[src/rtl/mwss_pkg.sv]
// Shared constants and types for the windowed maximum subarray sum block.
package mwss_pkg;

	localparam int WINDOW_MAX  = 64;
	localparam int SAMPLE_BITS = 16;

	// One cell for every entry age the window can hold, plus the window start.
	localparam int DQ_DEPTH = WINDOW_MAX + 1;
	// Index width: modular ages stay exact while 2^IDX_W > WINDOW_MAX + 1.
	localparam int IDX_W    = $clog2(WINDOW_MAX + 2);
	// Prefix width: live prefixes differ by at most DQ_DEPTH full-scale samples.
	localparam int PFX_W    = SAMPLE_BITS + $clog2(DQ_DEPTH) + 1;
	// Effective window width after clamping.
	localparam int WEFF_W   = $clog2(WINDOW_MAX + 1);

	localparam int CFG_W    = 7;
	localparam int BEST_W   = 23;
	localparam int OUT_W    = 22;
	localparam int DATA_W   = 32;
	localparam int ADDR_W   = 3;

	localparam int S_TDATA_W = ((SAMPLE_BITS + 7) / 8) * 8;
	localparam int M_TDATA_W = ((OUT_W + 7) / 8) * 8;

	localparam logic [CFG_W-1:0] WINDOW_RESET = CFG_W'(64);

	// Register index, taken from paddr above the byte offset.
	localparam logic REG_WINDOW = 1'b0;

	typedef struct packed {
		logic             valid;
		logic [IDX_W-1:0] idx;
		logic [PFX_W-1:0] pfx;
	} entry_t;

	// Per-cycle command broadcast to every cell.
	typedef struct packed {
		logic             clear;
		logic             shift;
		logic             cmp;
		logic             push;
		logic [IDX_W-1:0] idx;
		logic [PFX_W-1:0] cur_pfx;
	} cell_ctl_t;

endpackage

[src/rtl/mwss_cell.sv]
// One deque cell: holds an (index, prefix) entry, shifts toward the front and drops by compare.
module mwss_cell (
	input  logic               clk,
	input  logic               arst_n,
	input  mwss_pkg::cell_ctl_t ctl,
	input  logic               seed,
	input  mwss_pkg::entry_t   nbr,
	input  logic               prev_keep,
	output mwss_pkg::entry_t   ent,
	output logic               keep
);
	import mwss_pkg::*;

	logic             valid_q;
	logic [IDX_W-1:0] idx_q;
	logic [PFX_W-1:0] pfx_q;
	entry_t           cand;
	logic [PFX_W-1:0] diff;
	logic             push;

	assign ent  = {valid_q, idx_q, pfx_q};
	assign cand = ctl.shift ? nbr : ent;
	assign diff = cand.pfx - ctl.cur_pfx;
	// keep only entries strictly below the current prefix
	assign keep = cand.valid && (!ctl.cmp || diff[PFX_W-1]);
	assign push = ctl.push && prev_keep && !keep;

	always_ff @(posedge clk or negedge arst_n) begin
		if (!arst_n) begin
			valid_q <= 1'b0;
		end else if (ctl.clear) begin
			valid_q <= seed;
		end else begin
			valid_q <= keep || push;
		end
	end

	always_ff @(posedge clk) begin
		if (ctl.clear) begin
			idx_q <= '0;
			pfx_q <= '0;
		end else if (push) begin
			idx_q <= ctl.idx;
			pfx_q <= ctl.cur_pfx;
		end else begin
			idx_q <= cand.idx;
			pfx_q <= cand.pfx;
		end
	end

endmodule

[config.mk]
export PLATFORM = sky130hd
export DESIGN_NAME = mwss_cell
export DESIGN_NICKNAME = d
export VERILOG_FILES = /design/src/rtl/mwss_pkg.sv /design/src/rtl/mwss_cell.sv
export SDC_FILE = /design/constraint.sdc
export NUM_CORES = 1
export LEC_CHECK = 0
export ABC_CLOCK_PERIOD_IN_PS = 13900
export BUFFER_PORTS_ARGS = -buffer_cell sky130_fd_sc_hd__buf_4
export CAP_MARGIN = 10
export CORE_ASPECT_RATIO = 0.6
export CORE_MARGIN = 2
export CORE_UTILIZATION = 51
export DETAILED_ROUTE_END_ITERATION = 10
export PLACE_DENSITY = 0.83
export SLEW_MARGIN = 20
export SYNTH_ARGS = -nofsm -noshare
export SYNTH_HDL_FRONTEND = slang
export SYNTH_SLANG_ARGS = --single-unit
[constraint.sdc]
create_clock -name clk -period 13.9 [get_ports clk]
set_clock_uncertainty 0.2 [all_clocks]
set_input_delay 2.78 -clock clk [delete_from_list [all_inputs] [get_ports clk]]
set_output_delay 2.78 -clock clk [all_outputs]
set_load 0.005 [all_outputs]
Word level (Yosys, flattened, before mapping) --
Cells that the tools add are included.
Storage, ports and cells: register bits after elaboration 32, input bits 71, output and inout port bits 33, logic and storage cells 16
Operators by class: add/subtract/negate cells 1, multiplexer cells 4, reductions and logical operators 8
Operators with widths (number):
- 32-bit 2-to-1 mux | 1
- 24-bit 2-to-1 mux | 1
- 24-bit subtractor | 1
- 7-bit 2-to-1 mux | 1
- 1-bit logical AND | 3
- 1-bit zero test | 2
- 1-bit logical OR | 2
- 2-bit nonzero test | 1
- 1-bit 2-to-1 mux | 1

Depth between registers and ports, before layout --
Gate-level depths: netlist of run 1.
depth after elaboration 8, mapped depth 12, gate-level depth less buffers 8

Worst setup path before layout of run 1 --
No wires, ideal clock.
path kind input to output, start point input port ctl[33] (netlist name), end point output port keep, arrival time 5.756 ns, data required time 10.920 ns, slack 5.164 ns, stages on the path 10, buffers on the path 3, cells stage by stage clkbuf_1 clkbuf_1 buf_1 mux2_2 ha_1 nand4_1 or4_1 a221o_1 o221ai_1 nor2_1
Between the ends: longest elaborated chain between the ends 4
Ends and longest elaborated chain:
- start: declaration | line mwss_cell.sv:5 | input mwss_pkg::cell_ctl_t ctl,
- 32-bit 2-to-1 mux * | line mwss_cell.sv:22 | assign cand = ctl.shift ? nbr : ent;
- 24-bit subtractor | line mwss_cell.sv:23 | assign diff = cand.pfx - ctl.cur_pfx;
- 1-bit logical OR | line mwss_cell.sv:25 | assign keep = cand.valid && (!ctl.cmp || diff[PFX_W-1]);
- 1-bit logical AND * | line mwss_cell.sv:25
- end: declaration | line mwss_cell.sv:10 | output logic keep
Every way passes the cells marked *; elsewhere a longest branch is shown, timed or not. The select of a mux whose other input is x is not followed.

Worst setup path in the final report of run 1 --
Ends and elaborated chain as after synthesis.

==> impl_metrics.py, run 1 <==
metrics = {
    "run_status": {
        "run_status": "complete, no violations",
    },
    "drt": {
        "top_layer": "met4",
        "wl_met2_um": 2604,
        "dr_wl_met3_um": 380,
        "drt-wirelength-per-cell_um": 14.07,
        "detail_route.first_pass.iterations": 4,
        "antenna_violating_nets_left": 0,
        "dr_vias": 2202,
        "drt_drc_violations_left": 0,
        "detailedRoute.firstIterationViolations": 82,
        "detail_route.wirelength.met1_um": 2911,
        "route.final.wire_length_um": 5938,
        "vias_per_cell": 5.218,
    },
    "timing": {
        "worst_max_slew_margin_expressed_relative_to_the_limit_pct": 36.05,
        "final_critical_path_setup_slack_ns": 5.342,
        "setup_total_negative_slack_ns": 0,
        "timing_hold_violations_final": 0,
        "holdWs_ns": 0.4686,
        "finalSetupViolCount": 0,
        "period_needed_ns": 8.558,
        "timing_max_transition_violations_final": 0,
        "timing.fmax_mhz": 116.8,
        "rsz0062_at_grt": "no",
        "tightestPinTransition_ns": 0.9578,
        "final.period_utilization_pct": 61.57,
    },
    "cts": {
        "post_cts_resize_count": 0,
        "post-cts-setup-buffer-count": 0,
        "post_cts_hold_buffer_count": 0,
        "cts_max_path_buffers": 2,
        "clock_tree_from_tritoncts": "built",
        "clock-sinks": 32,
        "insertion_delay_ns": 0.29,
        "cts-root-buf": "clkbuf_8",
        "ctsHtreeMaxLevel": 2,
        "tritoncts.num_buffers": 5,
        "clk_pin_slew_ns": 0.07,
    },
    "placement": {
        "io_buffer_count": 103,
        "gp_congestion": 0.8225,
        "placed_area_mm2": 0.003082,
        "placed_cells_incl_taps": 414,
        "setup_ws_pre_cts_ns": 5.368,
        "dpl.hpwl_um": 4547,
    },
    "yosys": {
        "synth_ff_type": "dfxtp_1",
        "avgSynthCellArea_um2": 8.730,
        "yosys_warnings": 0,
        "synthesized_netlist_net_count": 357,
        "postSynthRegisterBits": 32,
        "ys_async_sr_fraction_pct": 3.125,
        "syn-cell-area_mm2": 0.002305,
        "syn-instance-count": 264,
        "synth-edff-count": 0,
        "post_synth_num_cell_types": 37,
        "synth-seq-area-share_pct": 28.01,
    },
    "finish": {
        "drive_above_1_share_pct": 40.06,
        "final_net_count": 454,
        "final_design_area_excluding_fillers_mm2": 0.003189,
        "fillers": 343,
        "total_inserted_antenna_cells": 0,
        "synth_to_layout_area_growth_pct": 38.38,
        "fin_cells": 422,
    },
    "global_route": {
        "grt_first_pass_wirelength_um": 9715,
        "grt_start_max_net_pins": 62,
        "initial_antenna_violation_count": 0,
        "groute.usage.overall_pct": 23.49,
        "first_global_vias": 2122,
        "grt_overflow": 0,
    },
    "job": {
        "timing.max_cap.violations": 0,
    },
    "floorplanning": {
        "die_height_um": 56.07,
        "number_of_placement_rows": 18,
        "initial_core_util_pct": 54.43,
        "io-pin-count": 104,
        "die_x_um": 90.79,
        "placeableCoreArea_mm2": 0.004234,
        "die_area_mm2": 0.005090,
    },
    "setup_path": {
        "critical_path.startpoint_type": "input port",
        "critical_path_peak_fanout": 33,
        "worstSetupEndpointType": "output port",
        "cp.required_ns": 10.92,
        "worst-setup-path-type": "input port to output port",
        "worstPathArrival_ns": 5.58,
    },
    "power_and_ir_drop": {
        "cellPowerDensity_mw_per_mm2": 90.42,
        "max-vdd-ir-drop_v": 0.00005049,
        "leakage_nw": 1.764,
    },
    "hold_path": {
        "holdCritPathClass": "flip-flop to flip-flop",
    },
}
==> area by class of cell <==
class	count	area (µm²)	share of cell area, %
clock buffer	6	72.57	2.275
tap	60	75.07	2.354
clock inverter	2	35.03	1.098
multi-input combinational	195	1494	46.84
inverter	23	86.33	2.707
timing repair buffer	104	780.7	24.48
sequential	32	645.6	20.24
==> per-layer routing <==
layer / vias to the layer above / global-route usage (%)
met3: 8 / 6.504
met5: - / 0
met4: 0 / 3.680
met2: 73 / 37.31
li1: 1099 / -
met1: 1022 / 32.51
==> metrics by stage <==
| step | power, mW | util, % |
|---|---|---|
| after floorplan | 0.1602 | - |
| after detailed placement | 0.2004 | 72.78 |
| after CTS | 0.2889 | 75.33 |
| after global routing | 0.3049 | 75.33 |
| final | 0.2884 | 75.33 |
| after global placement | 0.1979 | 72.78 |
==> power breakdown <==
group | internal [mW] | switching, mW
Clock | 0.0532 | 0.0359
Combinational | 0.0519 | 0.0412
Sequential | 0.101 | 0.00483
==> critical path, cell delays in order <==
cell      delay (ns)
buf_4           0.38
mux2_2          0.41
ha_1            0.31
nand4_1         0.18
or4_1           0.58
a221o_1         0.32
o221ai_1        0.35
nor2_1          0.10
buf_4           0.15
==> layout by cell type (no fill, tap or decap), types with 2 or more instances in the layout <==
cell	Yosys	routed
clkbuf_8	0	5
nand3_1	4	4
nand4_1	4	4
a21oi_1	9	9
mux2_2	30	30
dfxtp_1	31	31
ha_1	22	22
buf_4	1	104
o21ai_0	3	3
nand2b_1	2	2
mux2i_1	33	33
inv_1	22	22
o221ai_1	2	2
nor2_1	3	3
nand2_1	65	65
==> flip-flops by register name (all words and copies together) (netlist names) <==
name and flops:
idx_q 7, valid_q 1, pfx_q 24
==> synth_stat cells (3+ instances only) <==
master / number / share of area, %
nand2_1: 65 / 11
mux2i_1: 33 / 14
dfxtp_1: 31 / 27
mux2_2: 30 / 15
ha_1: 22 / 12
inv_1: 22 / 3.6
a21oi_1: 9 / 2.0
clkbuf_1: 9 / 1.5
nand3_1: 4 / 0.87
nand4_1: 4 / 1.1
buf_6: 3 / 1.5
nor2_1: 3 / 0.49
o21ai_0: 3 / 0.65
==> cell families after synthesis <==
| kind of cell | share of synthesized area (%) |
|---|---|
| xor gates and xnor gates | 0.7602 |
| buffers and inverters | 7.166 |
| adders and majority gates | 11.94 |
| AOI/OAI and AO/OA | 6.841 |
| DFF | 28.01 |
| muxes | 29.48 |
| and+or+nand+nor | 15.80 |
==> path summary, 6_finish.rpt <==
check                                       from               endpoint  slack [ns]  cells after the start
min in group asynchronous                 arst_n      valid_q$_DFF_PN0_        2.06                      1
max reg2reg                 pfx_q[16]$_SDFF_PP0_    pfx_q[3]$_SDFF_PP0_        9.95                      9
max                                      ctl[33]                   keep        5.34                      9
min                        idx_q[3]$_SDFFE_PP0P_  idx_q[3]$_SDFFE_PP0P_        0.47                      3
max in group asynchronous                 arst_n      valid_q$_DFF_PN0_       11.36                      1
min reg2reg                idx_q[3]$_SDFFE_PP0P_  idx_q[3]$_SDFFE_PP0P_        0.47                      3
(Power assumes the default switching activity.)
==> run 2: changes to the inputs <==
--- a/config.mk
+++ b/config.mk
@@ -5,14 +5,14 @@
 export SDC_FILE = /design/constraint.sdc
 export NUM_CORES = 1
 export LEC_CHECK = 0
-export ABC_CLOCK_PERIOD_IN_PS = 13900
+export ABC_CLOCK_PERIOD_IN_PS = 8890
 export BUFFER_PORTS_ARGS = -buffer_cell sky130_fd_sc_hd__buf_4
 export CAP_MARGIN = 10
 export CORE_ASPECT_RATIO = 0.6
 export CORE_MARGIN = 2
-export CORE_UTILIZATION = 51
+export CORE_UTILIZATION = 48
 export DETAILED_ROUTE_END_ITERATION = 10
-export PLACE_DENSITY = 0.83
+export PLACE_DENSITY = 0.78
 export SLEW_MARGIN = 20
 export SYNTH_ARGS = -nofsm -noshare
 export SYNTH_HDL_FRONTEND = slang
==> constraint.sdc (replaced) <==
create_clock -name clk -period 8.89 [get_ports clk]
set_clock_uncertainty 0.2 [all_clocks]
set_input_delay 1.778 -clock clk [delete_from_list [all_inputs] [get_ports clk]]
set_output_delay 1.778 -clock clk [all_outputs]
set_load 0.005 [all_outputs]
==> run 2 against run 1 <==
Effect of this change:
- cell count up 0.95%
- sequential power rose by 57%
- first-iteration DRC count is 37% lower
- sequential share of layout area is the same
- hold slack got worse by 0.012 ns
- critical path type unchanged
==> impl_metrics.py, run 2 (synthesis gave the netlist of run 1 again) <==
metrics = {
    "floorplanning": {
        "die_height_um": 57.68,
        "placeableCoreArea_mm2": 0.004588,
        "io-pin-count": 104,
        "die_area_mm2": 0.005390,
        "number_of_placement_rows": 19,
        "die_x_um": 93.46,
        "initial_core_util_pct": 50.23,
    },
    "placement": {
        "gp_congestion": 0.8729,
        "setup_ws_pre_cts_ns": 2.355,
        "placed_area_mm2": 0.003097,
        "dpl.hpwl_um": 4292,
        "io_buffer_count": 103,
    },
    "cts": {
        "post-cts-setup-buffer-count": 0,
        "cts-root-buf": "clkbuf_8",
        "clock_tree_from_tritoncts": "built",
        "insertion_delay_ns": 0.29,
        "tritoncts.num_buffers": 5,
        "cts_max_path_buffers": 2,
        "clk_pin_slew_ns": 0.08,
        "post_cts_hold_buffer_count": 0,
        "clock-sinks": 32,
        "ctsHtreeMaxLevel": 2,
        "post_cts_resize_count": 0,
    },
    "timing": {
        "timing_max_transition_violations_final": 0,
        "rsz0062_at_grt": "no",
        "timing_hold_violations_final": 0,
        "period_needed_ns": 6.526,
        "setup_total_negative_slack_ns": 0,
        "final.period_utilization_pct": 73.41,
        "timing.fmax_mhz": 153.2,
        "final_critical_path_setup_slack_ns": 2.364,
        "finalSetupViolCount": 0,
        "worst_max_slew_margin_expressed_relative_to_the_limit_pct": 36.70,
        "tightestPinTransition_ns": 0.9495,
    },
    "setup_path": {
        "worst-r2r-setup-slack_ns": 5.01,
        "worst-setup-path-type": "input port to output port",
        "r2r-start": "pfx_q[16]$_SDFF_PP0_",
        "worstSetupEndpointType": "output port",
        "critical_path_peak_fanout": 33,
        "critical_path.reg2reg.endpoint": "pfx_q[23]$_SDFF_PP0_",
        "r2r.worst_path.cells": 9,
        "worstPathArrival_ns": 4.55,
        "critical_path.startpoint_type": "input port",
        "cp.required_ns": 6.91,
    },
    "drt": {
        "dr_vias": 2120,
        "drt_drc_violations_left": 0,
        "drt-wirelength-per-cell_um": 13.08,
        "route.final.wire_length_um": 5570,
        "detailedRoute.firstIterationViolations": 52,
        "detail_route.first_pass.iterations": 5,
        "antenna_violating_nets_left": 0,
        "vias_per_cell": 4.977,
    },
    "global_route": {
        "grt_first_pass_wirelength_um": 8769,
        "first_global_vias": 1886,
        "grt_most_used_layer": "met2",
        "grt_overflow": 0,
        "met2_capacity_usage_during_global_routing_pct": 32.48,
        "groute.usage.overall_pct": 20.87,
        "initial_antenna_violation_count": 0,
        "grt_start_max_net_pins": 62,
        "groute.layer.met3.usage_pct": 6.632,
        "use_met1_pct": 29.06,
    },
    "hold_path": {
        "min_delay_endpoint": "idx_q[0]$_SDFFE_PP0P_",
        "hold-path-cell-count": 3,
        "holdCritPathClass": "flip-flop to flip-flop",
        "hold_path.startpoint": "idx_q[0]$_SDFFE_PP0P_",
    },
    "power_and_ir_drop": {
        "power.share.combinational_pct": 33.5,
        "clock_power_share_pct": 27.7,
        "p_total_uw": 428.1,
        "leakage_nw": 1.766,
        "cellPowerDensity_mw_per_mm2": 134.2,
        "max-vdd-ir-drop_v": 0.00007566,
        "netSwitchingPower_uw": 126.5,
        "share_seq_of_total_power_pct": 38.8,
        "switching_share_pct": 29.56,
        "power_report.internal_total_uw": 301.5,
    },
    "finish": {
        "mostFrequentLayoutCell": "buf_4",
        "drive_above_1_share_pct": 40.50,
        "largest_registers": "pfx_q (24), idx_q (7), valid_q (1)",
        "total_inserted_antenna_cells": 0,
        "synth_to_layout_area_growth_pct": 38.38,
        "fillers": 394,
        "mostFrequentLayoutCells": "buf_4, nand2_1, mux2i_1, dfxtp_1, mux2_2",
        "largest_register_ffs": 24,
        "final_design_area_excluding_fillers_mm2": 0.003189,
        "fin_util_pct": 69.51,
        "final_net_count": 455,
        "largest-register": "pfx_q",
    },
    "run_status": {
        "run_status": "complete, no violations",
    },
    "job": {
        "timing.max_cap.violations": 0,
    },
}
==> run 2: cell count changes in the layout (fill, tap and decap cells not counted) <==
cell / before / now
clkinv_2: 1 / 2
clkbuf_1: 1 / 0
bufinv_16: 1 / 0
buf_6: 0 / 1
clkbuf_8: 5 / 6
==> run 2: worst max path at each step <==
stage          cells past startpoint  startpoint  slack [ns]   end
2_1_floorplan                     10     ctl[33]        2.16  keep
6_report                           9     ctl[33]        2.36  keep
3_5_place_dp                       9     ctl[33]        2.35  keep
3_3_place_gp                       9     ctl[33]        2.42  keep
4_1_cts                            9     ctl[33]        2.35  keep
5_1_grt                            9     ctl[33]        2.22  keep
==> run 2: cell type report <==
| class | instances | area (µm²) | share of cell area (%) |
|---|---|---|---|
| clock buffers | 6 | 82.58 | 2.589 |
| clock inverters | 2 | 10.01 | 0.3138 |
| inverters | 23 | 86.33 | 2.707 |
| multi-input cells | 195 | 1494 | 46.84 |
| flip-flops and latches | 32 | 645.6 | 20.24 |
| well taps | 63 | 78.83 | 2.472 |
| repair buffers | 105 | 792.0 | 24.83 |
==> run 2: critical path, cell delays in order <==
cell	delay, ns
buf_4	0.37
mux2_2	0.40
ha_1	0.31
nand4_1	0.17
or4_1	0.58
a221o_1	0.31
o221ai_1	0.35
nor2_1	0.11
buf_4	0.15
==> run 2: power by group through the flow <==
stage	clock network, mW	registers, mW	logic, mW
finish	0.119	0.166	0.143
global route	0.128	0.167	0.160
CTS	0.121	0.166	0.144
detailed placement	0	0.169	0.144
global placement	0	0.169	0.141
floorplan	0	0.169	0.0812
==> run 2: per-layer routing <==
layer  up-vias  part of all wire (%)  wire length [µm]
met5         -                     0                 0
met4         0                  0.65                36
met3         4                   9.9               551
met2        80                    43              2381
met1       936                    47              2600
li1       1100                     -                 -
==> run 2: stage by stage <==
step / hold WS (ns) / instances
floorplan: 0.4421 / 264
global placement: 0.4282 / 417
detailed placement: 0.4469 / 418
CTS: 0.4645 / 426
global route: 0.5046 / 426
finish: 0.4563 / 426
==> run 3: changes to the inputs <==
--- a/config.mk
+++ b/config.mk
@@ -5,14 +5,15 @@
 export SDC_FILE = /design/constraint.sdc
 export NUM_CORES = 1
 export LEC_CHECK = 0
-export ABC_CLOCK_PERIOD_IN_PS = 8890
+export ABC_AREA = 1
+export ABC_CLOCK_PERIOD_IN_PS = 5900
 export BUFFER_PORTS_ARGS = -buffer_cell sky130_fd_sc_hd__buf_4
 export CAP_MARGIN = 10
 export CORE_ASPECT_RATIO = 0.6
 export CORE_MARGIN = 2
-export CORE_UTILIZATION = 48
+export CORE_UTILIZATION = 42
 export DETAILED_ROUTE_END_ITERATION = 10
-export PLACE_DENSITY = 0.78
+export PLACE_DENSITY = 0.73
 export SLEW_MARGIN = 20
 export SYNTH_ARGS = -nofsm -noshare
 export SYNTH_HDL_FRONTEND = slang
==> constraint.sdc (replaced) <==
create_clock -name clk -period 5.9 [get_ports clk]
set_clock_uncertainty 0.2 [all_clocks]
set_input_delay 1.18 -clock clk [delete_from_list [all_inputs] [get_ports clk]]
set_output_delay 1.18 -clock clk [all_outputs]
set_load 0.005 [all_outputs]
==> run 3 against run 2 <==
Effect of this change:
- sequential share of layout area grew 0.75 points
- critical endpoint unchanged
- largest power group unchanged
- largest cell class unchanged
- critical path depth grew 7
- worst setup slack lost 1.3 ns
- synthesized cell count grew 38%
==> impl_metrics.py, run 3 <==
metrics = {
    "run_status": {
        "run_status": "complete, no violations",
    },
    "placement": {
        "io_buffer_count": 103,
        "placed_cells_incl_taps": 516,
        "gp_congestion": 0.8174,
        "dpl.hpwl_um": 4501,
    },
    "timing": {
        "final.period_utilization_pct": 81.41,
        "timing_hold_violations_final": 0,
        "period_needed_ns": 4.803,
        "finalSetupViolCount": 0,
        "timing_max_transition_violations_final": 0,
        "timing.fmax_mhz": 208.2,
        "rsz0062_at_grt": "no",
        "worst_max_slew_margin_expressed_relative_to_the_limit_pct": 47.45,
        "setup_total_negative_slack_ns": 0,
        "tightestPinTransition_ns": 0.7875,
    },
    "setup_path": {
        "cp.required_ns": 4.52,
        "critical_path_peak_fanout": 33,
        "worst-r2r-setup-slack_ns": 2.73,
        "critical_path.startpoint_type": "input port",
        "worstSetupEndpointType": "output port",
        "worst-setup-path-type": "input port to output port",
        "r2r.worst_path.cells": 17,
        "worstPathArrival_ns": 3.42,
    },
    "yosys": {
        "yosys_warnings": 0,
        "avgSynthCellArea_um2": 6.104,
        "synth-edff-count": 0,
        "synth-seq-area-share_pct": 29.14,
        "ys_async_sr_fraction_pct": 3.125,
        "cell_accounting_for_the_most_synthesized_area": "dfxtp_1",
        "syn-cell-area_mm2": 0.002216,
        "post_synth_num_cell_types": 23,
        "synth_largest_type_area_fraction_pct": 28.01,
        "syn-instance-count": 363,
        "synthesized_netlist_net_count": 456,
        "synthTopCellsByCount": "nand2_1, nor2_1, inv_1",
        "synth.most_common_cell": "nand2_1",
        "netlist_top_cells_area": "dfxtp_1, nand2_1, ha_1",
        "postSynthRegisterBits": 32,
        "synth_ff_type": "dfxtp_1",
    },
    "cts": {
        "tritoncts.num_buffers": 5,
        "insertion_delay_ns": 0.28,
        "clk_pin_slew_ns": 0.07,
        "post-cts-setup-buffer-count": 0,
        "post_cts_resize_count": 0,
        "clock-sinks": 32,
        "cts_max_path_buffers": 2,
        "cts-root-buf": "clkbuf_8",
        "clock_tree_from_tritoncts": "built",
        "ctsHtreeMaxLevel": 2,
        "post_cts_hold_buffer_count": 0,
    },
    "floorplanning": {
        "die_height_um": 60.27,
        "placeableCoreArea_mm2": 0.005080,
        "number_of_placement_rows": 20,
        "initial_core_util_pct": 43.62,
        "io-pin-count": 104,
        "die_x_um": 97.77,
        "die_area_mm2": 0.005892,
    },
    "drt": {
        "dr_vias": 2438,
        "antenna_violating_nets_left": 0,
        "drt_drc_violations_left": 0,
        "drt-wirelength-per-cell_um": 11.63,
        "detail_route.first_pass.iterations": 4,
        "vias_per_cell": 4.653,
        "route.final.wire_length_um": 6093,
        "detailedRoute.firstIterationViolations": 104,
    },
    "finish": {
        "total_inserted_antenna_cells": 0,
        "synth_to_layout_area_growth_pct": 38.79,
        "mostFrequentLayoutCell": "nand2_1",
        "largest_register_ffs": 24,
        "drive_above_1_share_pct": 25.33,
        "mostFrequentLayoutCells": "nand2_1, buf_4, nor2_1, inv_1, dfxtp_1",
        "fin_cells": 524,
        "final_net_count": 550,
        "largest_registers": "pfx_q (24), idx_q (7), valid_q (1)",
        "largest-register": "pfx_q",
    },
    "power_and_ir_drop": {
        "max-vdd-ir-drop_v": 0.00009013,
        "leakage_nw": 1.801,
        "cellPowerDensity_mw_per_mm2": 200.2,
    },
    "global_route": {
        "groute.usage.overall_pct": 21.17,
        "initial_antenna_violation_count": 0,
        "grt_start_max_net_pins": 40,
        "first_global_vias": 2127,
        "grt_overflow": 0,
        "grt_first_pass_wirelength_um": 9894,
    },
    "hold_path": {
        "holdCritPathClass": "flip-flop to flip-flop",
        "hold-path-cell-count": 2,
    },
    "job": {
        "timing.max_cap.violations": 0,
    },
}
[run 3: cells by family (layout without fill, tap and decap cells)]
group / count (synthesis) / count (layout) / synth area share [%]
AND/OR/NAND/NOR: 208 / 208 / 37.04
buffers and inverters: 58 / 153 / 11.12
adder cells (fa/ha/maj): 22 / 22 / 12.42
AO/OA/AOI/OAI: 42 / 42 / 9.882
flip-flops: 32 / 32 / 29.14
XOR/XNOR: 1 / 1 / 0.3953
[run 3: per-stage QoR]
step	power, mW	area (µm²)	util, %	hold WS (ns)	worst slack, ns
after global routing	0.6600	3075	60.54	0.3042	0.8365
after detailed placement	0.4426	2983	58.72	0.2788	1.094
after global placement	0.4401	2983	58.72	0.2783	1.178
after floorplan	0.3565	2216	-	0.2772	1.566
final	0.6158	3075	60.54	0.2879	1.097
after CTS	0.6220	3075	60.54	0.2891	1.088
[run 3: report_power, final]
part           total [mW]  internal (mW)  switching [mW]  leakage (nW)
Combinational       0.192         0.0955          0.0964          1.48
Clock               0.178         0.0931          0.0847        0.0510
Sequential          0.246          0.235          0.0108         0.268
Total               0.616          0.424           0.192          1.80
[run 3: final cells by class]
class                   count  area (µm²)
flip-flops and latches     32       645.6
clock buffers               6       82.58
fillers                   498        2004
multi-input cells         273        1324
inverters                  42       157.7
repair buffers            103       773.2
well taps                  66       82.58
clock inverters             2       10.01
[run 3: metal layers]
| layer | part of all wire [%] | GRT usage, % |
|---|---|---|
| met1 | 50 | 29.51 |
| met4 | 0 | 3.571 |
| met3 | 8.2 | 5.497 |
| met2 | 42 | 33.89 |
| met5 | 0 | 0 |
[run 3: worst paths after layout]
check | from | endpoint
min in group asynchronous | arst_n | valid_q$_DFF_PN0_
max reg2reg | pfx_q[22]$_SDFF_PP0_ | pfx_q[13]$_SDFF_PP0_
max in group asynchronous | arst_n | valid_q$_DFF_PN0_
max | ctl[33] | keep
min | idx_q[4]$_SDFFE_PP0P_ | idx_q[4]$_SDFFE_PP0P_
min reg2reg | idx_q[4]$_SDFFE_PP0P_ | idx_q[4]$_SDFFE_PP0P_
[run 3: critical path, stage by stage]
cell     delay (ns)
buf_4          0.31
inv_2          0.33
nand2_1        0.13
nand2_1        0.07
ha_1           0.29
nand2_1        0.07
nor2_1         0.12
and2_1         0.17
nand2_1        0.06
nor2_1         0.08
nand2_1        0.08
nand3_1        0.10
nand3_2        0.10
nand2_4        0.13
inv_1          0.05
buf_4          0.13
